$ cat config.mk
export PLATFORM = sky130hd
export DESIGN_NAME = json_string_unescape_unit_flat
export DESIGN_NICKNAME = d
export VERILOG_FILES = /design/src/rtl/core/jsu_pkg.sv /design/src/rtl/core/jsu_in_if.sv /design/src/rtl/core/jsu_out_if.sv /design/src/rtl/core/jsu_queue.sv /design/src/rtl/core/jsu_front.sv /design/src/rtl/core/jsu_back.sv /design/src/rtl/core/json_string_unescape_unit.sv /design/src/flat_wrapper.sv
export SDC_FILE = /design/constraint.sdc
export NUM_CORES = 1
export LEC_CHECK = 0
export BUFFER_PORTS_ARGS = -buffer_cell sky130_fd_sc_hd__buf_2
export CAP_MARGIN = 20
export CELL_PAD_IN_SITES_DETAIL_PLACEMENT = 1
export CELL_PAD_IN_SITES_GLOBAL_PLACEMENT = 2
export CORE_MARGIN = 5
export CORE_UTILIZATION = 45
export CTS_CLUSTER_SIZE = 8
export DETAILED_ROUTE_END_ITERATION = 7
export HOLD_SLACK_MARGIN = 0.1
export PLACE_DENSITY_LB_ADDON = 0.3
export SLEW_MARGIN = 40
export SYNTH_ARGS = -nofsm -noshare
export SYNTH_HDL_FRONTEND = slang
export SYNTH_HIERARCHICAL = 1
export SYNTH_SLANG_ARGS = --single-unit
export TNS_END_PERCENT = 50
$ cat constraint.sdc
create_clock -name i_clk -period 4.1 [get_ports i_clk]
set_clock_uncertainty 0.15 [all_clocks]
set_input_delay 0.205 -clock i_clk [delete_from_list [all_inputs] [get_ports i_clk]]
set_output_delay 0.205 -clock i_clk [all_outputs]
set_load 0.02 [all_outputs]
$ cat src/rtl/core/jsu_pkg.sv
package jsu_pkg;

    // result kinds
    typedef enum logic [1:0] {
        KIND_BYTE   = 2'd0,
        KIND_CLOSED = 2'd1,
        KIND_UNTERM = 2'd2
    } t_kind;

    // source characters with a special meaning
    localparam logic [7:0] CH_QUOTE     = 8'h22;
    localparam logic [7:0] CH_BACKSLASH = 8'h5C;
    localparam logic [7:0] CH_U         = 8'h75;
    localparam logic [7:0] CH_N         = 8'h6E;
    localparam logic [7:0] CH_T         = 8'h74;
    localparam logic [7:0] CH_R         = 8'h72;
    localparam logic [7:0] CH_B         = 8'h62;
    localparam logic [7:0] CH_F         = 8'h66;

    // utf-8 encoding constants
    localparam logic [15:0] UTF8_LIMIT1 = 16'h0080;
    localparam logic [15:0] UTF8_LIMIT2 = 16'h0800;
    localparam logic [7:0]  UTF8_LEAD2  = 8'hC0;
    localparam logic [7:0]  UTF8_LEAD3  = 8'hE0;
    localparam logic [7:0]  UTF8_CONT   = 8'h80;
    localparam logic [5:0]  UTF8_MASK   = 6'h3F;

    // all results caused by one input byte: data bytes, then an optional marker
    typedef struct packed {
        logic [1:0]      nbytes;
        logic [2:0][7:0] data;
        logic            has_tail;
        logic            tail_err;
    } t_group;

    typedef struct packed {
        logic full;
        logic empty;
    } t_queue_stat;

    typedef struct packed {
        logic idle;
    } t_front_stat;

endpackage

$ cat src/rtl/core/jsu_in_if.sv
interface jsu_in_if;
    logic       valid;
    logic       ready;
    logic [7:0] in_byte;
    logic       end_of_input;

    modport source (output valid, output in_byte, output end_of_input, input ready);
    modport sink   (input valid, input in_byte, input end_of_input, output ready);
endinterface

$ cat src/rtl/core/jsu_out_if.sv
interface jsu_out_if;
    logic       valid;
    logic       ready;
    logic [1:0] kind;
    logic [7:0] out_byte;
    logic       last;

    modport source (output valid, output kind, output out_byte, output last, input ready);
    modport sink   (input valid, input kind, input out_byte, input last, output ready);
endinterface

$ cat src/rtl/core/jsu_queue.sv
module jsu_queue
    import jsu_pkg::*;
#(
    parameter int DEPTH = 4
) (
    input  logic        i_clk,
    input  logic        i_rst_n,
    input  logic        i_push,
    input  t_group      i_data,
    input  logic        i_pop,
    output t_group      o_head,
    output t_queue_stat o_stat
);

    localparam int PW = (DEPTH > 1) ? $clog2(DEPTH) : 1;
    localparam int CW = $clog2(DEPTH + 1);

    t_group         r_mem [DEPTH];
    logic [PW-1:0]  r_wr, n_wr;
    logic [PW-1:0]  r_rd, n_rd;
    logic [CW-1:0]  r_count, n_count;
    logic           do_push, do_pop;

    assign o_stat.full  = (r_count == CW'(DEPTH));
    assign o_stat.empty = (r_count == '0);
    assign do_push      = i_push && !o_stat.full;
    assign do_pop       = i_pop && !o_stat.empty;
    assign o_head       = r_mem[r_rd];

    always_comb begin
        n_wr    = r_wr;
        n_rd    = r_rd;
        n_count = r_count;
        if (do_push) begin
            n_wr = (r_wr == PW'(DEPTH - 1)) ? '0 : r_wr + 1'b1;
        end
        if (do_pop) begin
            n_rd = (r_rd == PW'(DEPTH - 1)) ? '0 : r_rd + 1'b1;
        end
        if (do_push && !do_pop) begin
            n_count = r_count + 1'b1;
        end else if (do_pop && !do_push) begin
            n_count = r_count - 1'b1;
        end
    end

    always_ff @(posedge i_clk) begin
        if (!i_rst_n) begin
            r_wr    <= '0;
            r_rd    <= '0;
            r_count <= '0;
        end else begin
            r_wr    <= n_wr;
            r_rd    <= n_rd;
            r_count <= n_count;
        end
    end

    always_ff @(posedge i_clk) begin
        if (do_push) begin
            r_mem[r_wr] <= i_data;
        end
    end

endmodule

$ cat src/rtl/core/jsu_front.sv
module jsu_front
    import jsu_pkg::*;
(
    input  logic        i_clk,
    input  logic        i_rst_n,
    jsu_in_if.sink      i_in,
    input  logic        i_q_full,
    output logic        o_push,
    output t_group      o_group,
    output t_front_stat o_stat
);

    typedef enum logic [1:0] {
        PH_PLAIN = 2'd0,
        PH_ESC   = 2'd1,
        PH_HEX   = 2'd2
    } t_phase;

    t_phase      r_phase, n_phase;
    logic [1:0]  r_hex_count, n_hex_count;
    logic [15:0] r_hex_accum, n_hex_accum;
    logic        r_hex_stopped, n_hex_stopped;

    logic        accept;
    logic [7:0]  b;
    logic        eoi;
    logic        hex_ok;
    logic [3:0]  hex_val;
    logic [15:0] acc_step;
    logic        closed;
    t_group      grp;

    assign i_in.ready = !i_q_full;
    assign accept     = i_in.valid && i_in.ready;
    assign b          = i_in.in_byte;
    assign eoi        = i_in.end_of_input;

    // hex digit decode
    always_comb begin
        hex_ok  = 1'b1;
        hex_val = 4'd0;
        if (b >= 8'h30 && b <= 8'h39) begin
            hex_val = 4'(b - 8'h30);
        end else if (b >= 8'h61 && b <= 8'h66) begin
            hex_val = 4'(b - 8'h57);
        end else if (b >= 8'h41 && b <= 8'h46) begin
            hex_val = 4'(b - 8'h37);
        end else begin
            hex_ok = 1'b0;
        end
    end

    assign acc_step = (!r_hex_stopped && hex_ok) ? {r_hex_accum[11:0], hex_val} : r_hex_accum;

    always_comb begin
        n_phase       = r_phase;
        n_hex_count   = r_hex_count;
        n_hex_accum   = r_hex_accum;
        n_hex_stopped = r_hex_stopped;
        grp           = '0;
        closed        = 1'b0;

        unique case (r_phase)
            PH_ESC: begin
                n_phase = PH_PLAIN;
                if (b == CH_U) begin
                    n_phase       = PH_HEX;
                    n_hex_count   = '0;
                    n_hex_accum   = '0;
                    n_hex_stopped = 1'b0;
                end else begin
                    grp.nbytes = 2'd1;
                    unique case (b)
                        CH_N:    grp.data[0] = 8'h0A;
                        CH_T:    grp.data[0] = 8'h09;
                        CH_R:    grp.data[0] = 8'h0D;
                        CH_B:    grp.data[0] = 8'h08;
                        CH_F:    grp.data[0] = 8'h0C;
                        default: grp.data[0] = b;
                    endcase
                end
            end
            PH_HEX: begin
                n_hex_accum   = acc_step;
                n_hex_stopped = r_hex_stopped || !hex_ok;
                n_hex_count   = r_hex_count + 2'd1;
                if (r_hex_count == 2'd3) begin
                    if (acc_step < UTF8_LIMIT1) begin
                        grp.nbytes  = 2'd1;
                        grp.data[0] = acc_step[7:0];
                    end else if (acc_step < UTF8_LIMIT2) begin
                        grp.nbytes  = 2'd2;
                        grp.data[0] = UTF8_LEAD2 | {3'd0, acc_step[10:6]};
                        grp.data[1] = UTF8_CONT | {2'd0, acc_step[5:0] & UTF8_MASK};
                    end else begin
                        grp.nbytes  = 2'd3;
                        grp.data[0] = UTF8_LEAD3 | {4'd0, acc_step[15:12]};
                        grp.data[1] = UTF8_CONT | {2'd0, acc_step[11:6] & UTF8_MASK};
                        grp.data[2] = UTF8_CONT | {2'd0, acc_step[5:0] & UTF8_MASK};
                    end
                    n_phase       = PH_PLAIN;
                    n_hex_count   = '0;
                    n_hex_accum   = '0;
                    n_hex_stopped = 1'b0;
                end
            end
            default: begin
                if (b == CH_QUOTE) begin
                    grp.has_tail  = 1'b1;
                    grp.tail_err  = 1'b0;
                    closed        = 1'b1;
                    n_phase       = PH_PLAIN;
                    n_hex_count   = '0;
                    n_hex_accum   = '0;
                    n_hex_stopped = 1'b0;
                end else if (b == CH_BACKSLASH && !eoi) begin
                    n_phase = PH_ESC;
                end else begin
                    grp.nbytes  = 2'd1;
                    grp.data[0] = b;
                end
            end
        endcase

        // end of input without a closing quote
        if (eoi && !closed) begin
            grp.has_tail  = 1'b1;
            grp.tail_err  = 1'b1;
            n_phase       = PH_PLAIN;
            n_hex_count   = '0;
            n_hex_accum   = '0;
            n_hex_stopped = 1'b0;
        end
    end

    assign o_group     = grp;
    assign o_push      = accept && (grp.nbytes != 2'd0 || grp.has_tail);
    assign o_stat.idle = (r_phase == PH_PLAIN) && (r_hex_count == '0)
                         && (r_hex_accum == '0) && !r_hex_stopped;

    always_ff @(posedge i_clk) begin
        if (!i_rst_n) begin
            r_phase       <= PH_PLAIN;
            r_hex_count   <= '0;
            r_hex_accum   <= '0;
            r_hex_stopped <= 1'b0;
        end else if (accept) begin
            r_phase       <= n_phase;
            r_hex_count   <= n_hex_count;
            r_hex_accum   <= n_hex_accum;
            r_hex_stopped <= n_hex_stopped;
        end
    end

endmodule

$ cat src/rtl/core/jsu_back.sv
module jsu_back
    import jsu_pkg::*;
(
    input  logic        i_clk,
    input  logic        i_rst_n,
    input  t_group      i_head,
    input  t_queue_stat i_q_stat,
    output logic        o_pop,
    jsu_out_if.source   o_out
);

    logic        r_valid;
    t_kind       r_kind;
    logic [7:0]  r_byte;
    logic        r_last;
    logic [1:0]  r_idx;

    logic [2:0]  total;
    logic        beat_last;
    t_kind       beat_kind;
    logic [7:0]  beat_byte;
    logic        load;

    assign total     = {1'b0, i_head.nbytes} + {2'd0, i_head.has_tail};
    assign beat_last = ({1'b0, r_idx} + 3'd1 == total);

    // pick the beat at the current index of the head group
    always_comb begin
        beat_kind = KIND_BYTE;
        beat_byte = 8'h00;
        if (r_idx < i_head.nbytes) begin
            case (r_idx)
                2'd0:    beat_byte = i_head.data[0];
                2'd1:    beat_byte = i_head.data[1];
                default: beat_byte = i_head.data[2];
            endcase
        end else begin
            beat_kind = i_head.tail_err ? KIND_UNTERM : KIND_CLOSED;
        end
    end

    assign load  = !i_q_stat.empty && (!r_valid || o_out.ready);
    assign o_pop = load && beat_last;

    always_ff @(posedge i_clk) begin
        if (!i_rst_n) begin
            r_valid <= 1'b0;
            r_idx   <= '0;
        end else begin
            if (load) begin
                r_valid <= 1'b1;
                r_idx   <= beat_last ? 2'd0 : r_idx + 2'd1;
            end else if (o_out.ready) begin
                r_valid <= 1'b0;
            end
        end
    end

    always_ff @(posedge i_clk) begin
        if (load) begin
            r_kind <= beat_kind;
            r_byte <= beat_byte;
            r_last <= beat_last;
        end
    end

    assign o_out.valid    = r_valid;
    assign o_out.kind     = r_kind;
    assign o_out.out_byte = r_byte;
    assign o_out.last     = r_last;

endmodule

$ cat src/rtl/core/json_string_unescape_unit.sv
// streaming unescaper for the body of a json string: one source byte per input beat,
// decoded bytes, a closed marker or an unterminated marker per output beat, with last set
// on the final beat caused by each source byte. a source byte is taken every cycle as long
// as the group queue has room; each output beat passes through the output register, so
// a unicode escape that finishes with three utf-8 bytes (plus an unterminated marker if the
// input ends there) holds the output side for up to four beats while the front keeps
// filling the queue of QUEUE_DEPTH groups. a byte that yields results shows its first beat
// after the group queue and the output register; bytes that yield nothing (a backslash,
// \u and its first three digits) leave no trace on the output. the front keeps the escape
// state, so a byte right behind its predecessor is decoded with the state already updated
module json_string_unescape_unit
    import jsu_pkg::*;
#(
    parameter int QUEUE_DEPTH = 4
) (
    input  logic       i_clk,
    input  logic       i_rst_n,
    jsu_in_if.sink     i_in,
    jsu_out_if.source  o_out
);

    // front to queue
    logic        push;
    t_group      push_group;
    t_front_stat f_stat;

    // queue to back
    t_group      head;
    t_queue_stat q_stat;
    logic        pop;

    // front: escape state machine, builds one result group per source byte
    jsu_front u_front (
        .i_clk    (i_clk),
        .i_rst_n  (i_rst_n),
        .i_in     (i_in),
        .i_q_full (q_stat.full),
        .o_push   (push),
        .o_group  (push_group),
        .o_stat   (f_stat)
    );

    // queue of pending result groups, decouples input and output stalls
    jsu_queue #(
        .DEPTH (QUEUE_DEPTH)
    ) u_queue (
        .i_clk   (i_clk),
        .i_rst_n (i_rst_n),
        .i_push  (push),
        .i_data  (push_group),
        .i_pop   (pop),
        .o_head  (head),
        .o_stat  (q_stat)
    );

    // back: splits the head group into beats through the output register
    jsu_back u_back (
        .i_clk    (i_clk),
        .i_rst_n  (i_rst_n),
        .i_head   (head),
        .i_q_stat (q_stat),
        .o_pop    (pop),
        .o_out    (o_out)
    );

    // a group handed over by the front is never dropped
    a_push_lands: assert property (@(posedge i_clk) disable iff (!i_rst_n)
        push |=> !q_stat.empty)
        else $error("pushed group missing from queue");

    // end of input always leaves the escape state cleared
    a_eoi_clears: assert property (@(posedge i_clk) disable iff (!i_rst_n)
        (i_in.valid && i_in.ready && i_in.end_of_input) |=> f_stat.idle)
        else $error("escape state not cleared after end of input");

    // a marker is always the final beat of its group
    a_marker_last: assert property (@(posedge i_clk) disable iff (!i_rst_n)
        (o_out.valid && o_out.kind != KIND_BYTE) |-> (o_out.last && o_out.out_byte == 8'h00))
        else $error("marker beat not last or carries data");

    // queue status is consistent
    a_queue_stat: assert property (@(posedge i_clk) disable iff (!i_rst_n)
        !(q_stat.full && q_stat.empty))
        else $error("queue full and empty at once");

endmodule

$ cat src/flat_wrapper.sv
// flat-port wrapper written by rule: the top's interface ports become plain ports
module json_string_unescape_unit_flat import jsu_pkg::*;
#(
    parameter int QUEUE_DEPTH = 4
)
  (i_clk, i_rst_n, i_in_valid, i_in_in_byte, i_in_end_of_input, i_in_ready, o_out_valid, o_out_kind, o_out_out_byte, o_out_last, o_out_ready);
  jsu_in_if i_in_i ();
  jsu_out_if o_out_i ();
  input  logic i_clk;
  input  logic i_rst_n;
  input wire logic [$bits(i_in_i.valid)-1:0] i_in_valid;
  input wire logic [$bits(i_in_i.in_byte)-1:0] i_in_in_byte;
  input wire logic [$bits(i_in_i.end_of_input)-1:0] i_in_end_of_input;
  output wire logic [$bits(i_in_i.ready)-1:0] i_in_ready;
  output wire logic [$bits(o_out_i.valid)-1:0] o_out_valid;
  output wire logic [$bits(o_out_i.kind)-1:0] o_out_kind;
  output wire logic [$bits(o_out_i.out_byte)-1:0] o_out_out_byte;
  output wire logic [$bits(o_out_i.last)-1:0] o_out_last;
  input wire logic [$bits(o_out_i.ready)-1:0] o_out_ready;
  assign i_in_i.valid = i_in_valid;
  assign i_in_i.in_byte = i_in_in_byte;
  assign i_in_i.end_of_input = i_in_end_of_input;
  assign i_in_ready = i_in_i.ready;
  assign o_out_valid = o_out_i.valid;
  assign o_out_kind = o_out_i.kind;
  assign o_out_out_byte = o_out_i.out_byte;
  assign o_out_last = o_out_i.last;
  assign o_out_i.ready = o_out_ready;
  json_string_unescape_unit #(.QUEUE_DEPTH(QUEUE_DEPTH)) u_core (.i_clk(i_clk), .i_rst_n(i_rst_n), .i_in(i_in_i), .o_out(o_out_i));
endmodule
==> impl_results.md, run 1 <==
* FMAX at ~280 MHz
* Row cnt at 47
* Clk slew on worst S/H paths at around 0.06 ns
* Syn Area/Cell at approximately 14 um^2
* Hold_ws at between 0.1 and 0.15 ns
* Diode count at 0
* Cell Area, Synth at around 7600 um^2
* CTS resizes at 0
* Setup TNS at 0 ns
* CP Data Arrival Time at between 3 and 4 ns
* Switch Pwr at between 0.001 and 0.0015 W
* Worst vdd ir at ~0.00031 V
* Slew @ Worst Pin at between 0.7 and 0.8 ns
* Max Slew Vio Count at 0
* Multi-input gate area at just under 3000 um^2
* RSZ-0062 raised after global routing: false
* Iter 0 DRT Violations at around 320
* Global-route usage over all layers at between 10% and 20%
* Switching share of power at between 20 and 30%
* Worst Path Required at 4.30 ns
* DP HPWL at approximately 12 mm
* Finished Cell Area at around 8500 um^2
* Comb power frac at between 20% and 30%
* Initial antenna violation count at 0
* Die area at 19500 um^2
* Crit path max fanout at 5
* First-pass GRT wire length at between 20 and 30 mm
* Fin worst setup slack at 0.555 ns
* Clock H-tree levels at 4
* TritonCTS clock tree: yes
* Max stage delay on crit path at roughly 0.53 ns
* Clock network power share at between 30% and 40%
* Dpl cell area at 7840 um^2
* Total gr overflow at 0
* Final Hold Viols at 0
* Worst slack at placement at around 0.54 ns
* Via count at 4700
* Setup CP Type: register to register
* CP cell instances: mux4_2 > ha_1 > ha_1 > xnor2_1 > nand3_1 > nor3_1 > o31ai_1 > ha_1 > inv_1 > fa_1 > xor2_1 > or3_1 > a21boi_0
* Cells after synthesis at about 560
* Synthesis-to-layout area growth at 12.6%
* IO Count at 26
* Placeable Area at about 17000 um^2
* WP buf/inv at 1
* CTS Buf Count at 17
* Antenna viol nets, final at 0
* Sequential cell area at between 4000 and 5000 um^2
* Clk sink count at roughly 160
* Clk root buf: clkbuf_16
* Outcome: finished clean
* HP Class: primary input to register
* Maximum clock path buffer count at 2
* Final GP Congestion at roughly 0.85
* Clk_lat worst skew at 0.43 ns
* Worst Setup End Kind: register
* Setup Buffers After CTS at 0
* CTS hold repair buffers at 2
* Post-DR wirelength/cell at 22.0 um
* Largest net degree at the start of global routing at 38
* Drt via density at between 5 and 6
* Layout cell share with drive strength beyond 1 at a little under a fifth
* YS warnings at 6
* Final period util at between 80 and 90%
* Nets at roughly 620
* Startpoint types: register
* Die Y at around 140 um
* Slew margin rel. at between 50 and 60%
* Number of global-route vias before repair at 4949
* Pre-antenna DRT Iters at 4
* Port bufs at 25
* Delay-heaviest family, CP: adder cells
* P_int at roughly 0.0036 W
* Total of max-cap violations at 0
* Filler cells at between 1500 and 2000
* Power density over cell area at approximately 600 nW/um^2
* CP dominant cell by count: ha_1
* Initial Utilization at 45.8%
* DRC Markers at 0
* Flop pwr share at a little over two fifths
* Crit path time final at approximately 3.5 ns
* Pleak at around 2.9 nW
* Endpoints failing setup at 0
* Slowest cell on crit path: mux4_2
* WL final at 17.9 mm
* Die X at 140 um
-- area by class of cell --
class,count,share of cell area (%)
Sequential cell,156,51.1
Tap cell,220,3.23
Clock inverter,15,2.79
Multi-Input combinational cell,347,34.2
Timing Repair Buffer,39,2.76
Inverter,22,0.968
Clock buffer,17,4.99
-- stage by stage --
step,utilization (%),cells,total power [W]
3_5_place_dp,47.5,782,0.00336
3_3_place_gp,47.5,782,0.00330
6_report,51.6,816,0.00506
5_1_grt,51.6,816,0.00531
2_1_floorplan,-,558,0.00302
4_1_cts,51.6,816,0.00514
-- power groups by stage --
| stage | sequential [W] | combinational [W] | clock (W) |
|---|---|---|---|
| 3_5_place_dp | 0.00214 | 0.00121 | 0 |
| 5_1_grt | 0.00213 | 0.00132 | 0.00186 |
| 6_report | 0.00211 | 0.00121 | 0.00175 |
| 4_1_cts | 0.00211 | 0.00124 | 0.00179 |
| 2_1_floorplan | 0.00220 | 0.000823 | 0 |
| 3_3_place_gp | 0.00212 | 0.00117 | 0 |
-- sequential cells by signal, indices dropped and copies added, names as in the netlist, named ones only --
name                          cells
u_core/u_queue/r_mem            112
u_core/u_front/r_hex_accum       16
u_core/u_back/o_out.out_byte      8
u_core/u_queue/r_count            3
u_core/u_back/o_out.kind          2
u_core/u_back/r_idx               2
u_core/u_front/r_hex_count        2
u_core/u_front/r_phase            2
u_core/u_queue/r_rd               2
u_core/u_queue/r_wr               2
u_core/u_back/o_out.last          1
u_core/u_back/o_out.valid         1
u_core/u_front/r_hex_stopped      1
-- cells in the final DEF (no fill, tap or decap), drive strengths merged, types with 3 or more instances in the layout --
master,count
edfxtp,123
and2,16
clkinv,6
buf,37
clkbuf,17
or2,3
o21a,3
nand2b,4
mux4,28
nor2b,18
inv,26
nor3b,3
mux2i,16
o31ai,7
nand3,10
or3,8
dfxtp,33
o21ai,16
bufinv,5
nor3,14
nand2,41
o311ai,5
mux2,5
nor2,27
ha,21
o2bb2ai,3
xnor2,5
a21oi,21
a21o,5
o21bai,5
a211oi,4
nor4,7
a22oi,16
-- path summary, 6_finish.rpt --
path / startpoint / endpoint / slack [ns] / cells past startpoint
worst max-delay path: register / u_core/u_queue/r_count[2] / 0.56 / 13
worst min-delay path: i_in_end_of_input / u_core/u_front/r_phase[0] / 0.15 / 4
worst max register to register: register / u_core/u_queue/r_count[2] / 0.56 / 13
worst min register to register: u_core/u_front/r_hex_count[1] / u_core/u_front/r_hex_count[1] / 0.33 / 2
-- worst reg2reg max path: cells and delay by family (launching register included) --
family          cells  cell delay [ns]
fa+ha+maj           4             1.15
buf+inv             1             0.06
compound gates      2             0.36
xor+xnor            2             0.30
flops               1             0.38
mux                 1             0.53
simple gates        3             0.55
-- layer usage --
metal / GRT usage, % / up-vias / part of all wire (%)
li1: - / 2187 / -
met1: 24.5 / 2413 / 44
met4: 7.24 / 0 / 2.4
met3: 3.67 / 22 / 2.9
met5: 0 / - / 0
met2: 32.3 / 78 / 51
Note: power is estimated with default switching activity, not from simulation.
==> run 2: changes to the inputs <==
- ABC_AREA: unset -> 1
- CORE_UTILIZATION: 45 -> 40
==> impl_results.md, run 2 <==
* Layout cell share with drive strength beyond 1 at 14.3%
* Fin worst setup slack at about 0.45 ns
* Largest Register: u_core/u_queue/r_mem
* Final Power at around 0.0057 W
* WL final at between 15 and 20 mm
* Clk sink count at ~160
* Via count at ~5500
* DRC Markers at 0
* Worst Path Required at 4.26 ns
* Worst vdd ir at 0.000380 V
* Worst slack at placement at 0.263 ns
* Setup TNS at 0 ns
* Slew margin rel. at slightly above 50%
* Most frequent cells in the layout: nand2_1 (152), edfxtp_1 (123), nor2_1 (96)
* Crit path time final at roughly 3.7 ns
* Die X at about 150 um
* Pleak at ~3.3 nW
* Max reg flops at between 100 and 150
* Outcome: finished clean
* Nets at 839
* IO Count at 26
* Setup Buffers After CTS at 0
* Total gr overflow at 0
* Worst Setup End Kind: register
* Max Slew Vio Count at 0
* FMAX at 274 MHz
* Clk_lat worst skew at 0.42 ns
* Filler cells at around 2100
* First-pass GRT wire length at around 32 mm
* Initial Utilization at 40.5%
* HP Class: primary input to register
* CTS resizes at 0
* Maximum clock path buffer count at 2
* Power density over cell area at roughly 670 nW/um^2
* Most common cell after layout, fill and taps aside: nand2_1
* Final GP Congestion at 0.911
* Final period util at 89.1%
* Global-route usage over all layers at a little under a fifth
* Hold_ws at 0.140 ns
* RSZ-0062 raised after global routing: false
* Slew @ Worst Pin at 0.733 ns
* Port bufs at 25
* Diode count at 0
* Number of global-route vias before repair at slightly below 6000
* Crit path max fanout at 16
* Final core utilization at between 40% and 50%
* DP HPWL at roughly 14 mm
* Total of max-cap violations at 0
* Largest net degree at the start of global routing at 43
* Setup CP Type: register to register
* Antenna viol nets, final at 0
* Iter 0 DRT Violations at roughly 360
* Placeable Area at approximately 19000 um^2
* Final Hold Viols at 0
* Initial antenna violation count at 0
* CTS hold repair buffers at 6
* Post-DR wirelength/cell at 18.8 um
* Syn Area/Cell at just under 10 um^2
* Cells after synthesis at around 770
* CP Data Arrival Time at around 3.8 ns
* TritonCTS clock tree: yes
* CTS Buf Count at 17
* Row cnt at 50
* Drt via density at approximately 5.2
* Endpoints failing setup at 0
* Die area at 21700 um^2
* Clock H-tree levels at 4
* YS warnings at 6
* Startpoint types: register
* Clk root buf: clkbuf_16
* Synthesis-to-layout area growth at 13.0%
* Clk slew on worst S/H paths at around 0.06 ns
* Pre-antenna DRT Iters at 4
* Die Y at ~150 um
* Cell Area, Synth at roughly 7500 um^2
[run 2: report_power, final]
group / total [W] / internal (W) / switching, W / leakage, nW
Combinational: 0.00195 / 0.000609 / 0.00134 / 1.63
Sequential: 0.00221 / 0.00209 / 0.000124 / 1.40
Clock: 0.00155 / 0.000906 / 0.000643 / 0.296
Total: 0.00572 / 0.00361 / 0.00211 / 3.32
[run 2: routing by layer]
| layer | wire, um | track usage (%) | up-vias |
|---|---|---|---|
| li1 | - | - | 2689 |
| met1 | 9170 | 24.7 | 2734 |
| met2 | 9720 | 32.1 | 73 |
| met3 | 630 | 3.99 | 13 |
| met4 | 239 | 4.66 | 0 |
| met5 | 0 | 0 | - |
[run 2: critical path: stages (launching register included)]
cell,delay (ns)
dfxtp_1,0.67
inv_2,0.25
o21ai_0,0.21
o22ai_1,0.14
ha_1,0.21
ha_1,0.29
inv_1,0.04
nand2_1,0.05
nand2_1,0.05
nor2_1,0.13
nand3_1,0.13
inv_1,0.09
nand2_1,0.15
ha_1,0.25
inv_1,0.10
fa_1,0.40
o21ai_0,0.17
nor2_1,0.06
[run 2: per-stage QoR]
| stage | cells | area (um^2) |
|---|---|---|
| after floorplan | 775 | 7550 |
| after global placement | 1013 | 7880 |
| after detailed placement | 1013 | 7880 |
| after CTS | 1051 | 8530 |
| after global routing | 1051 | 8530 |
| final | 1051 | 8530 |
[run 2: final timing paths]
kind	slack [ns]	startpoint	depth (start not counted)	end
worst max register to register	0.45	register	17	u_core/u_queue/r_count[1]
worst max-delay path	0.45	register	17	u_core/u_queue/r_count[1]
worst min register to register	0.34	u_core/u_front/r_hex_accum[12]	2	u_core/u_front/r_hex_accum[12]
worst min-delay path	0.14	i_in_in_byte[1]	3	u_core/u_queue/r_mem[2][3]
[run 2: layout make-up]
cell class                      instances  area (um^2)  share of cell area, %
Clock buffer                           23          520                   6.10
Timing Repair Buffer                   41          310                   3.64
Tap cell                              234          293                   3.43
Clock inverter                          9         73.8                  0.865
Inverter                               85          322                   3.77
Multi-Input combinational cell        503         2660                   31.2
Sequential cell                       156         4350                   51.0
